File: src/hw/rtl/dgs_pkg.sv
`default_nettype none

package dgs_pkg;

	// field widths
	localparam int unsigned CMD_W   = 2;
	localparam int unsigned TXG_W   = 6;
	localparam int unsigned RXG_W   = 5;
	localparam int unsigned CORR_W  = 8;
	localparam int unsigned SMP_W   = 12;
	localparam int unsigned LOSS_W  = 4;
	localparam int unsigned ACT_W   = 3;
	localparam int unsigned TXO_W   = 8;
	localparam int unsigned RL_W    = 3;
	localparam int unsigned POW_W   = 2 * SMP_W;
	localparam int unsigned IDX_W   = 3;
	localparam int unsigned CFG_W   = 12;
	localparam int unsigned S_DATA_W = 112;
	localparam int unsigned M_DATA_W = 16;

	// commands
	localparam logic [CMD_W-1:0] CMD_START = 2'd0;
	localparam logic [CMD_W-1:0] CMD_SYNC  = 2'd1;
	localparam logic [CMD_W-1:0] CMD_LOSS  = 2'd2;

	// actions
	localparam logic [ACT_W-1:0] ACT_SYNC = 3'd0;
	localparam logic [ACT_W-1:0] ACT_LOSS = 3'd1;
	localparam logic [ACT_W-1:0] ACT_DONE = 3'd2;
	localparam logic [ACT_W-1:0] ACT_FAIL = 3'd3;
	localparam logic [ACT_W-1:0] ACT_BAD  = 3'd4;

	// register indexes
	localparam logic [IDX_W-1:0] REG_DC_LIMIT    = 3'd0;
	localparam logic [IDX_W-1:0] REG_CORR_MIN    = 3'd1;
	localparam logic [IDX_W-1:0] REG_TX_GAIN_MIN = 3'd2;
	localparam logic [IDX_W-1:0] REG_TX_GAIN_MAX = 3'd3;
	localparam logic [IDX_W-1:0] REG_ROUND_LIMIT = 3'd4;

	// register reset values
	localparam logic [SMP_W-1:0]  DC_LIMIT_RST    = 12'd200;
	localparam logic [CORR_W-1:0] CORR_MIN_RST    = 8'd130;
	localparam logic [TXG_W-1:0]  TX_GAIN_MIN_RST = 6'h2e;
	localparam logic [TXG_W-1:0]  TX_GAIN_MAX_RST = 6'h3f;
	localparam logic [RL_W-1:0]   ROUND_LIMIT_RST = 3'd6;

	// digital gain thresholds
	localparam logic [SMP_W-1:0] DG_T6  = 12'h783;
	localparam logic [SMP_W-1:0] DG_T3  = 12'h551;
	localparam logic [SMP_W-1:0] DG_T0  = 12'h3c4;
	localparam logic [SMP_W-1:0] DG_TM3 = 12'h2aa;
	localparam logic [SMP_W-1:0] DG_TM6 = 12'h1e3;
	localparam logic [SMP_W-1:0] DG_TM9 = 12'h156;
	localparam logic [SMP_W-1:0] DG_HI  = 12'd1922;
	localparam logic [SMP_W-1:0] DG_LO  = 12'd342;

	localparam logic [TXO_W-1:0] TX_FAIL_CODE = 8'hff;
	localparam logic [RXG_W-1:0] RX_GAIN_MAX  = 5'd31;

	typedef enum logic [1:0] {
		PH_IDLE,
		PH_SYNC,
		PH_LOSS
	} phase_t;

	// absolute value of a 12-bit two's complement word
	function automatic logic [SMP_W-1:0] mag12(input logic [SMP_W-1:0] v);
		logic [SMP_W-1:0] r;
		r = v[SMP_W-1] ? (~v + SMP_W'(1)) : v;
		return r;
	endfunction

	// rx gain step from the digital gain word
	function automatic logic signed [4:0] gain_step(input logic [SMP_W-1:0] d);
		logic signed [4:0] s;
		if (d >= DG_T6)       s = 5'sd6;
		else if (d >= DG_T3)  s = 5'sd3;
		else if (d >= DG_T0)  s = 5'sd0;
		else if (d >= DG_TM3) s = -5'sd3;
		else if (d >= DG_TM6) s = -5'sd6;
		else if (d >= DG_TM9) s = -5'sd9;
		else                  s = -5'sd12;
		return s;
	endfunction

	// clamp a signed tx gain candidate to lo..hi, low bound first
	function automatic logic [TXG_W-1:0] clamp_tx(input logic signed [7:0] v,
			input logic [TXG_W-1:0] lo, input logic [TXG_W-1:0] hi);
		logic [TXG_W-1:0] r;
		if (v < $signed({2'b00, lo}))      r = lo;
		else if (v > $signed({2'b00, hi})) r = hi;
		else                               r = v[TXG_W-1:0];
		return r;
	endfunction

endpackage

`default_nettype wire

File: src/hw/rtl/dpk_gain_search_fsm.sv
`default_nettype none
// gain-search controller for PA predistortion calibration
//
// input stream (s_*): one beat per command. s_tuser carries the command
// (start, sync report, gain-loss report), s_tdata the measurement fields.
// output stream (m_*): exactly one result beat per input beat, in order.
// m_tuser carries the action, m_tdata the tx/rx gain codes and bypass flag.
// config port: cfg_we/cfg_index/cfg_data write one register per cycle;
// write only while no beat is in flight.
//
// pipeline: three register stages (input, precompute, result); a beat
// moves through them in order, held wherever the next stage is full.
// throughput: one beat per cycle while the sink is ready, set by the result
// stage that reads and updates the search state in the same cycle.
// precompute stage: dc magnitudes, gain step and the two power sums
// (two 12x12 squares each); the result stage does the power-ratio compare
// and the tx clamp.
// reset: search phase idle, gains and round count zero, registers at their
// defaults, all stages empty.
// sink stall: the result register holds; each stage keeps taking beats
// while the one after it has room, so up to three beats can be held.

module dpk_gain_search_fsm (
	input  wire logic                           clk,
	input  wire logic                           arst_n,
	// fields from bit 0: start_tx_gain, start_rx_gain, corr_value, dc_i_raw,
	// dc_q_raw, digital_gain, loss_index, first_i_raw, first_q_raw,
	// second_i_raw, second_q_raw, zero fill
	input  wire logic [dgs_pkg::S_DATA_W-1:0]   s_tdata,
	// fields from bit 0: command
	input  wire logic [dgs_pkg::CMD_W-1:0]      s_tuser,
	input  wire logic                           s_tvalid,
	output logic                                s_tready,
	// fields from bit 0: tx_gain, rx_gain, rx_filter_bypass, zero fill
	output logic [dgs_pkg::M_DATA_W-1:0]        m_tdata,
	// fields from bit 0: action
	output logic [dgs_pkg::ACT_W-1:0]           m_tuser,
	output logic                                m_tvalid,
	input  wire logic                           m_tready,
	input  wire logic                           cfg_we,
	input  wire logic [dgs_pkg::IDX_W-1:0]      cfg_index,
	input  wire logic [dgs_pkg::CFG_W-1:0]      cfg_data
);
	import dgs_pkg::*;

	// config registers
	logic [SMP_W-1:0]  dc_limit_q;
	logic [CORR_W-1:0] corr_min_q;
	logic [TXG_W-1:0]  tx_gain_min_q;
	logic [TXG_W-1:0]  tx_gain_max_q;
	logic [RL_W-1:0]   round_limit_q;

	// search state
	phase_t            phase_q, phase_d;
	logic [TXG_W-1:0]  tx_gain_q, tx_gain_d;
	logic [RXG_W-1:0]  rx_gain_q, rx_gain_d;
	logic              limited_q, limited_d;
	logic [RL_W-1:0]   round_q, round_d;

	// stage 1: registered input beat
	logic                  valid_s1;
	logic [CMD_W-1:0]      cmd_s1;
	logic [S_DATA_W-1:0]   data_s1;

	// stage 2: state-independent precompute
	logic                  valid_s2;
	logic [CMD_W-1:0]      cmd_s2;
	logic [TXG_W-1:0]      stx_s2;
	logic [RXG_W-1:0]      srx_s2;
	logic                  dc_fail_s2;
	logic signed [4:0]     step_s2;
	logic                  dg_oor_s2;
	logic [LOSS_W-1:0]     loss_s2;
	logic [POW_W-1:0]      pow_a_s2;
	logic [POW_W-1:0]      pow_b_s2;

	// result register
	logic                  out_valid_q;
	logic [ACT_W-1:0]      act_q;
	logic [TXO_W-1:0]      tx_out_q;
	logic [RXG_W-1:0]      rx_out_q;
	logic                  byp_q;

	// handshake between stages
	logic ready_out, ready_s2, ready_s1, fire_s2;

	assign ready_out = !out_valid_q || m_tready;
	assign ready_s2  = !valid_s2 || ready_out;
	assign ready_s1  = !valid_s1 || ready_s2;
	assign s_tready  = ready_s1;
	assign fire_s2   = valid_s2 && ready_out;

	// configuration writes
	always_ff @(posedge clk or negedge arst_n) begin
		if (!arst_n) begin
			dc_limit_q    <= DC_LIMIT_RST;
			corr_min_q    <= CORR_MIN_RST;
			tx_gain_min_q <= TX_GAIN_MIN_RST;
			tx_gain_max_q <= TX_GAIN_MAX_RST;
			round_limit_q <= ROUND_LIMIT_RST;
		end else if (cfg_we) begin
			unique case (cfg_index)
				REG_DC_LIMIT:    dc_limit_q    <= cfg_data[SMP_W-1:0];
				REG_CORR_MIN:    corr_min_q    <= cfg_data[CORR_W-1:0];
				REG_TX_GAIN_MIN: tx_gain_min_q <= cfg_data[TXG_W-1:0];
				REG_TX_GAIN_MAX: tx_gain_max_q <= cfg_data[TXG_W-1:0];
				REG_ROUND_LIMIT: round_limit_q <= cfg_data[RL_W-1:0];
				default: begin
				end
			endcase
		end
	end

	// stage 1 capture
	always_ff @(posedge clk or negedge arst_n) begin
		if (!arst_n) begin
			valid_s1 <= 1'b0;
		end else if (ready_s1) begin
			valid_s1 <= s_tvalid;
		end
	end

	always_ff @(posedge clk) begin
		if (ready_s1 && s_tvalid) begin
			cmd_s1  <= s_tuser;
			data_s1 <= s_tdata;
		end
	end

	// unpack stage 1 fields
	logic [TXG_W-1:0]  stx_f;
	logic [RXG_W-1:0]  srx_f;
	logic [CORR_W-1:0] corr_f;
	logic [SMP_W-1:0]  dci_f, dcq_f, dg_f, fi_f, fq_f, si_f, sq_f;
	logic [LOSS_W-1:0] loss_f;

	assign stx_f  = data_s1[5:0];
	assign srx_f  = data_s1[10:6];
	assign corr_f = data_s1[18:11];
	assign dci_f  = data_s1[30:19];
	assign dcq_f  = data_s1[42:31];
	assign dg_f   = data_s1[54:43];
	assign loss_f = data_s1[58:55];
	assign fi_f   = data_s1[70:59];
	assign fq_f   = data_s1[82:71];
	assign si_f   = data_s1[94:83];
	assign sq_f   = data_s1[106:95];

	// magnitudes of the power-point samples, at most 2048 each
	logic [SMP_W-1:0] fi_m, fq_m, si_m, sq_m;
	assign fi_m = mag12(fi_f);
	assign fq_m = mag12(fq_f);
	assign si_m = mag12(si_f);
	assign sq_m = mag12(sq_f);

	// stage 2 capture
	always_ff @(posedge clk or negedge arst_n) begin
		if (!arst_n) begin
			valid_s2 <= 1'b0;
		end else if (ready_s2) begin
			valid_s2 <= valid_s1;
		end
	end

	always_ff @(posedge clk) begin
		if (ready_s2 && valid_s1) begin
			cmd_s2     <= cmd_s1;
			stx_s2     <= stx_f;
			srx_s2     <= srx_f;
			dc_fail_s2 <= (mag12(dci_f) > dc_limit_q) || (mag12(dcq_f) > dc_limit_q)
				|| (corr_f < corr_min_q);
			step_s2    <= gain_step(dg_f);
			dg_oor_s2  <= (dg_f > DG_HI) || (dg_f < DG_LO);
			loss_s2    <= loss_f;
			// squares of values up to 2^11, their sum at most 2^23
			pow_a_s2   <= (fi_m * fi_m) + (fq_m * fq_m);
			pow_b_s2   <= (si_m * si_m) + (sq_m * sq_m);
		end
	end

	// command decode against the current phase
	logic is_start, is_sync, is_loss;
	assign is_start = (cmd_s2 == CMD_START);
	assign is_sync  = (cmd_s2 == CMD_SYNC) && (phase_q == PH_SYNC);
	assign is_loss  = (cmd_s2 == CMD_LOSS) && (phase_q == PH_LOSS);

	// power-ratio test: a >= floor(8b/5) is the same as 8b < 5a + 5
	logic [POW_W+2:0] pow_a5, pow_b8;
	logic             ratio_high;
	assign pow_a5     = ({3'b000, pow_a_s2} << 2) + {3'b000, pow_a_s2} + (POW_W+3)'(5);
	assign pow_b8     = {pow_b_s2, 3'b000};
	assign ratio_high = (pow_b8 < pow_a5);

	logic loss_high;
	assign loss_high = loss_s2[LOSS_W-1] || ((loss_s2 == '0) && ratio_high);

	// rx gain with the new step, -12..37 before the clamp
	logic signed [6:0] rx_sum;
	assign rx_sum = $signed({2'b00, rx_gain_q}) + $signed({{2{step_s2[4]}}, step_s2});

	// tx gain candidates
	logic signed [7:0] tx_s, tx_dn3, tx_up2, tx_dnl;
	assign tx_s   = $signed({2'b00, tx_gain_q});
	assign tx_dn3 = tx_s - 8'sd3;
	assign tx_up2 = tx_s + 8'sd2;
	assign tx_dnl = tx_s - $signed({4'b0000, loss_s2});

	// result and datapath update
	logic [ACT_W-1:0] act_d, act_pre;
	logic [TXO_W-1:0] tx_out_d;
	logic             byp_d;
	logic             end_req;

	always_comb begin
		tx_gain_d = tx_gain_q;
		rx_gain_d = rx_gain_q;
		limited_d = limited_q;
		round_d   = round_q;
		act_pre   = ACT_BAD;
		byp_d     = 1'b0;
		end_req   = 1'b0;
		priority if (is_start) begin
			tx_gain_d = stx_s2;
			rx_gain_d = srx_s2;
			limited_d = 1'b0;
			round_d   = '0;
			act_pre   = ACT_SYNC;
		end else if (is_sync) begin
			if (dc_fail_s2) begin
				act_pre = ACT_FAIL;
			end else if (limited_q) begin
				act_pre = ACT_LOSS;
			end else begin
				if (rx_sum > $signed({2'b00, RX_GAIN_MAX})) begin
					rx_gain_d = RX_GAIN_MAX;
					limited_d = 1'b1;
				end else if (rx_sum < 7'sd0) begin
					rx_gain_d = '0;
					limited_d = 1'b1;
				end else begin
					rx_gain_d = rx_sum[RXG_W-1:0];
				end
				byp_d   = (step_s2 != 5'sd0) || (round_q == '0);
				act_pre = dg_oor_s2 ? ACT_SYNC : ACT_LOSS;
				round_d = round_q + RL_W'(1);
			end
		end else if (is_loss) begin
			act_pre = ACT_LOSS;
			if (loss_high) begin
				if (tx_gain_q == tx_gain_min_q) begin
					end_req = 1'b1;
				end else begin
					tx_gain_d = clamp_tx(tx_dn3, tx_gain_min_q, tx_gain_max_q);
					round_d   = round_q + RL_W'(1);
				end
			end else if (loss_s2 == '0) begin
				if (tx_gain_q == tx_gain_max_q) begin
					end_req = 1'b1;
				end else begin
					tx_gain_d = clamp_tx(tx_up2, tx_gain_min_q, tx_gain_max_q);
					round_d   = round_q + RL_W'(1);
				end
			end else begin
				tx_gain_d = clamp_tx(tx_dnl, tx_gain_min_q, tx_gain_max_q);
				round_d   = round_q + RL_W'(1);
				end_req   = 1'b1;
			end
		end else begin
			act_pre = ACT_BAD;
		end

		// round limit and explicit end turn a request into done
		act_d = act_pre;
		if ((act_pre == ACT_SYNC) || (act_pre == ACT_LOSS)) begin
			if (end_req || (round_d >= round_limit_q)) begin
				act_d = ACT_DONE;
			end
		end

		tx_out_d = (act_d == ACT_FAIL) ? TX_FAIL_CODE : {2'b00, tx_gain_d};
	end

	// next phase follows from the action of the step
	always_comb begin
		unique case (act_d)
			ACT_SYNC: phase_d = PH_SYNC;
			ACT_LOSS: phase_d = PH_LOSS;
			ACT_DONE: phase_d = PH_IDLE;
			ACT_FAIL: phase_d = PH_IDLE;
			default:  phase_d = phase_q;
		endcase
	end

	// state update when the step leaves stage 2
	always_ff @(posedge clk or negedge arst_n) begin
		if (!arst_n) begin
			phase_q   <= PH_IDLE;
			tx_gain_q <= '0;
			rx_gain_q <= '0;
			limited_q <= 1'b0;
			round_q   <= '0;
		end else if (fire_s2) begin
			phase_q   <= phase_d;
			tx_gain_q <= tx_gain_d;
			rx_gain_q <= rx_gain_d;
			limited_q <= limited_d;
			round_q   <= round_d;
		end
	end

	// result register
	always_ff @(posedge clk or negedge arst_n) begin
		if (!arst_n) begin
			out_valid_q <= 1'b0;
		end else if (ready_out) begin
			out_valid_q <= valid_s2;
		end
	end

	always_ff @(posedge clk) begin
		if (fire_s2) begin
			act_q    <= act_d;
			tx_out_q <= tx_out_d;
			rx_out_q <= rx_gain_d;
			byp_q    <= byp_d;
		end
	end

	assign m_tvalid = out_valid_q;
	assign m_tuser  = act_q;
	assign m_tdata  = {2'b00, byp_q, rx_out_q, tx_out_q};

	// a failed search always reports the failure code
	a_fail_code: assert property (@(posedge clk) disable iff (!arst_n)
		(m_tvalid && (m_tuser == ACT_FAIL)) |-> (m_tdata[TXO_W-1:0] == TX_FAIL_CODE))
		else $error("failed result without failure tx code");

	// bypass only comes out of an rx gain adjustment
	a_bypass_act: assert property (@(posedge clk) disable iff (!arst_n)
		(m_tvalid && m_tdata[TXO_W+RXG_W]) |->
		((m_tuser == ACT_SYNC) || (m_tuser == ACT_LOSS) || (m_tuser == ACT_DONE)))
		else $error("bypass set on a fail or unexpected-command result");

	// a step leaving stage 2 always lands in the result register
	a_stage_out: assert property (@(posedge clk) disable iff (!arst_n)
		fire_s2 |=> m_tvalid)
		else $error("step lost between stage 2 and result register");

endmodule

`default_nettype wire
File: config.mk
export PLATFORM = sky130hd
export DESIGN_NAME = dpk_gain_search_fsm
export DESIGN_NICKNAME = d
export VERILOG_FILES = /design/src/hw/rtl/dgs_pkg.sv /design/src/hw/rtl/dpk_gain_search_fsm.sv
export SDC_FILE = /design/constraint.sdc
export NUM_CORES = 2
export LEC_CHECK = 0
export BUFFER_PORTS_ARGS = -buffer_cell sky130_fd_sc_hd__buf_2
export CAP_MARGIN = 40
export CELL_PAD_IN_SITES_DETAIL_PLACEMENT = 0
export CELL_PAD_IN_SITES_GLOBAL_PLACEMENT = 2
export CORE_ASPECT_RATIO = 1.75
export CORE_MARGIN = 2
export CORE_UTILIZATION = 38
export DETAILED_ROUTE_END_ITERATION = 16
export PLACE_DENSITY = 0.8
export SYNTH_ARGS = -nofsm -noshare
export SYNTH_HDL_FRONTEND = slang
export SYNTH_SLANG_ARGS = --single-unit
File: constraint.sdc
create_clock -name clk -period 7.9 [get_ports clk]
set_input_delay 1.185 -clock clk [delete_from_list [all_inputs] [get_ports clk]]
set_output_delay 1.185 -clock clk [all_outputs]
set_load 0.1 [all_outputs]
==> results.cfg <==
[finish]
stdcell_area_um2 = 34510
multi_input_area_um2 = 20740
antenna_cells = 0
ff_latch_area_um2 = 7313
fill_cells = 7443
num-nets-final = 4111
drive_gt1_frac = 0.1770
area_delta_synth_final_pct = 16.64

[sta]
tightest_slew_ns = 0.9047
finalSetupViolCount = 0
slew_violations = 0
fin_crit_sh = 0.9717
timing.fmax_mhz = 130.3
final.setup.worst_slack_ns = 0.2232
fin_tns_setup_ns = 0
grt_setup_unrepaired = true
hold_viol = 0
period_needed_ns = 7.677
skew_ns = 0.02258
slew_headroom = 0.3925

[die]
rows = 135
die_h_um = 373.1
core_area_um2 = 77190
start_util = 0.3833
die_width_um = 214.9
die_area_um2 = 80200
top_level_ports = 155

[global_routing]
overflow = 0
grt_antenna_before_repair = 0
grt_pass1_vias = 23840
grt_max_degree = 57
grt_pass1_wl_mm = 124.5
track_usage = 0.1976

[drt]
first_pass_iters = 5
vias_per_cell = 5.051
finalWirelength_mm = 77.50
antenna_left = 0
wl_per_cell_um = 18.15
drc = 0
vias = 21570
drt_iter0_drc = 991

[critical_path]
slowest_delay_ns = 0.57
arrival_ns = 8.01
startpoint_type = flip-flop
setup.worst_path.class = reg2reg
end_kind = flip-flop
cp.required_ns = 8.23
rrSetupSlack_ns = 0.22
cp_slowest_cell = or4_4
cp_max_fo = 4

[logic_synthesis]
synth-async-reset-ratio = 0.2183
synth.top_cell.area_share = 0.2693
synth_warnings = 0
ys_seq_area_frac = 0.2472
synth-edff-count = 197
synth_area_um2 = 29590
ys_top_cells_by_area = fa_1 27%, edfxtp_1 20%, ha_1 15%
ys_ff_latch = 252
synth_top_area_cell = fa_1
synth-main-ff-cell = edfxtp_1
synthCells = 2869
avgSynthCellArea_um2 = 10.31
synth.distinct_cells = 84

[run]
drv_cap = 0

[clock_tree]
cts_sinks = 252
cts_buffer_depth = 3
root_buffer = clkbuf_16
clkTransAtPathRegs_ns = 0.07
cts_made_buffers = 28
cts_max_level = 1
cts_tree = built
clk_latency_ns = 0.61

[placement]
dp_slack_ns = -0.4356
hpwl_mm = 64.99
placed_cell_area_um2 = 32760
portBuffers = 147
gp_congestion = 0.9295

[outcome]
status = completed

[min_path]
hold_class = reg2reg
cell usage after synthesis (13+ instances only):
cell,n
a211oi_1,13
a21o_1,57
a21oi_1,98
a31oi_1,14
and2_1,13
clkbuf_1,39
dfrtp_1,38
dfstp_2,17
edfxtp_1,197
fa_1,398
ha_1,358
inv_1,521
mux2_2,15
mux2i_1,14
nand2_1,176
nand2b_1,46
nand3_1,23
nand4_1,15
nor2_1,232
nor2b_1,27
nor3_1,43
o21a_1,22
o21ai_0,105
o31ai_1,18
or2_2,28
or3_1,14
xnor2_1,85
xor2_1,58
final cells by class:
type,count,area share
clock inverters,22,0.005836
inverters,529,0.05764
clock buffers,30,0.02081
flip-flops and latches,252,0.2119
well taps,1027,0.03723
multi-input cells,2066,0.6009
repair buffers,344,0.06565
repair_timing:
| item | in CTS | in global routing |
|---|---|---|
| hold buffers | 0 | 0 |
| setup buffers | 14 | 18 |
| gates resized for setup | 39 | 91 |
| endpoints found under the setup margin | 10 | 15 |
| gates cloned | 0 | 1 |
| pin swaps | 42 | 75 |
flip-flops by register name, indices dropped and copies added (netlist names), 6 cells and up:
register / cells
tx_gain_max_q: 6
pow_a_s2: 24
data_s1: 107
stx_s2: 6
pow_b_s2: 24
dc_limit_q: 12
tx_gain_min_q: 6
corr_min_q: 8
tx_gain_q: 6
tx_out_q: 7
path summary, 6_finish.rpt:
kind	depth (start not counted)	to	startpoint
setup reg to reg	25	pow_a_s2[18]	data_s1[63]
max in group asynchronous	2	dc_limit_q[10]	arst_n
hold / removal	0	srx_s2[0]	data_s1[6]
min in group asynchronous	2	rx_gain_q[0]	arst_n
setup / recovery	25	pow_a_s2[18]	data_s1[63]
hold reg to reg	0	srx_s2[0]	data_s1[6]
per-layer routing:
layer	up-vias	part of all wire	track usage
met4	0	0.041	0.07429
met3	129	0.029	0.01604
li1	10170	-	-
met1	10890	0.35	0.2031
met2	383	0.58	0.4047
met5	-	0	0
cell families (layout without fill, tap and decap cells):
group,Yosys count,count (layout),synth area share
multiplexers,29,29,0.01044
AO/OA/AOI/OAI,433,433,0.09578
XOR/XNOR,143,143,0.04233
adder cells (fa/ha/maj),756,756,0.4207
other,2,32,0.0002538
buffers and inverters,581,925,0.07476
AND/OR/NAND/NOR,673,673,0.1086
flip-flops,252,252,0.2472
critical path: cells and delay by family (launching register included):
| family | cells | cell delay (ns) |
|---|---|---|
| simple gates | 5 | 1.86 |
| compound gates | 2 | 0.46 |
| xor+xnor | 1 | 0.12 |
| fa+ha+maj | 8 | 3.73 |
| flops | 1 | 0.39 |
| buf+inv | 9 | 0.85 |
layout by cell type, fill, tap and decap left out, drive strengths merged, types with 30 or more instances in the layout:
master	Yosys	routed
a21o	57	57
a21oi	98	98
buf	13	343
clkbuf	39	30
conb	2	32
dfrtp	38	38
edfxtp	197	197
fa	398	398
ha	358	358
inv	526	532
nand2	176	176
nand2b	46	46
nor2	234	234
nor3	44	44
o21ai	111	111
xnor2	85	85
xor2	58	58
metrics by stage:
| stage | util | cells | hold WS [ns] |
|---|---|---|---|
| floorplan | - | 2899 | 0.4003 |
| global placement | 0.4243 | 4184 | 0.4059 |
| detailed placement | 0.4244 | 4185 | 0.4052 |
| CTS | 0.4401 | 4251 | 0.4147 |
| global route | 0.4471 | 4270 | 0.4229 |
| finish | 0.4471 | 4270 | 0.4135 |
Power is left out: the tool's default activity adds up to more than one toggle a clock period on the data nets, which glitch-free logic cannot reach.
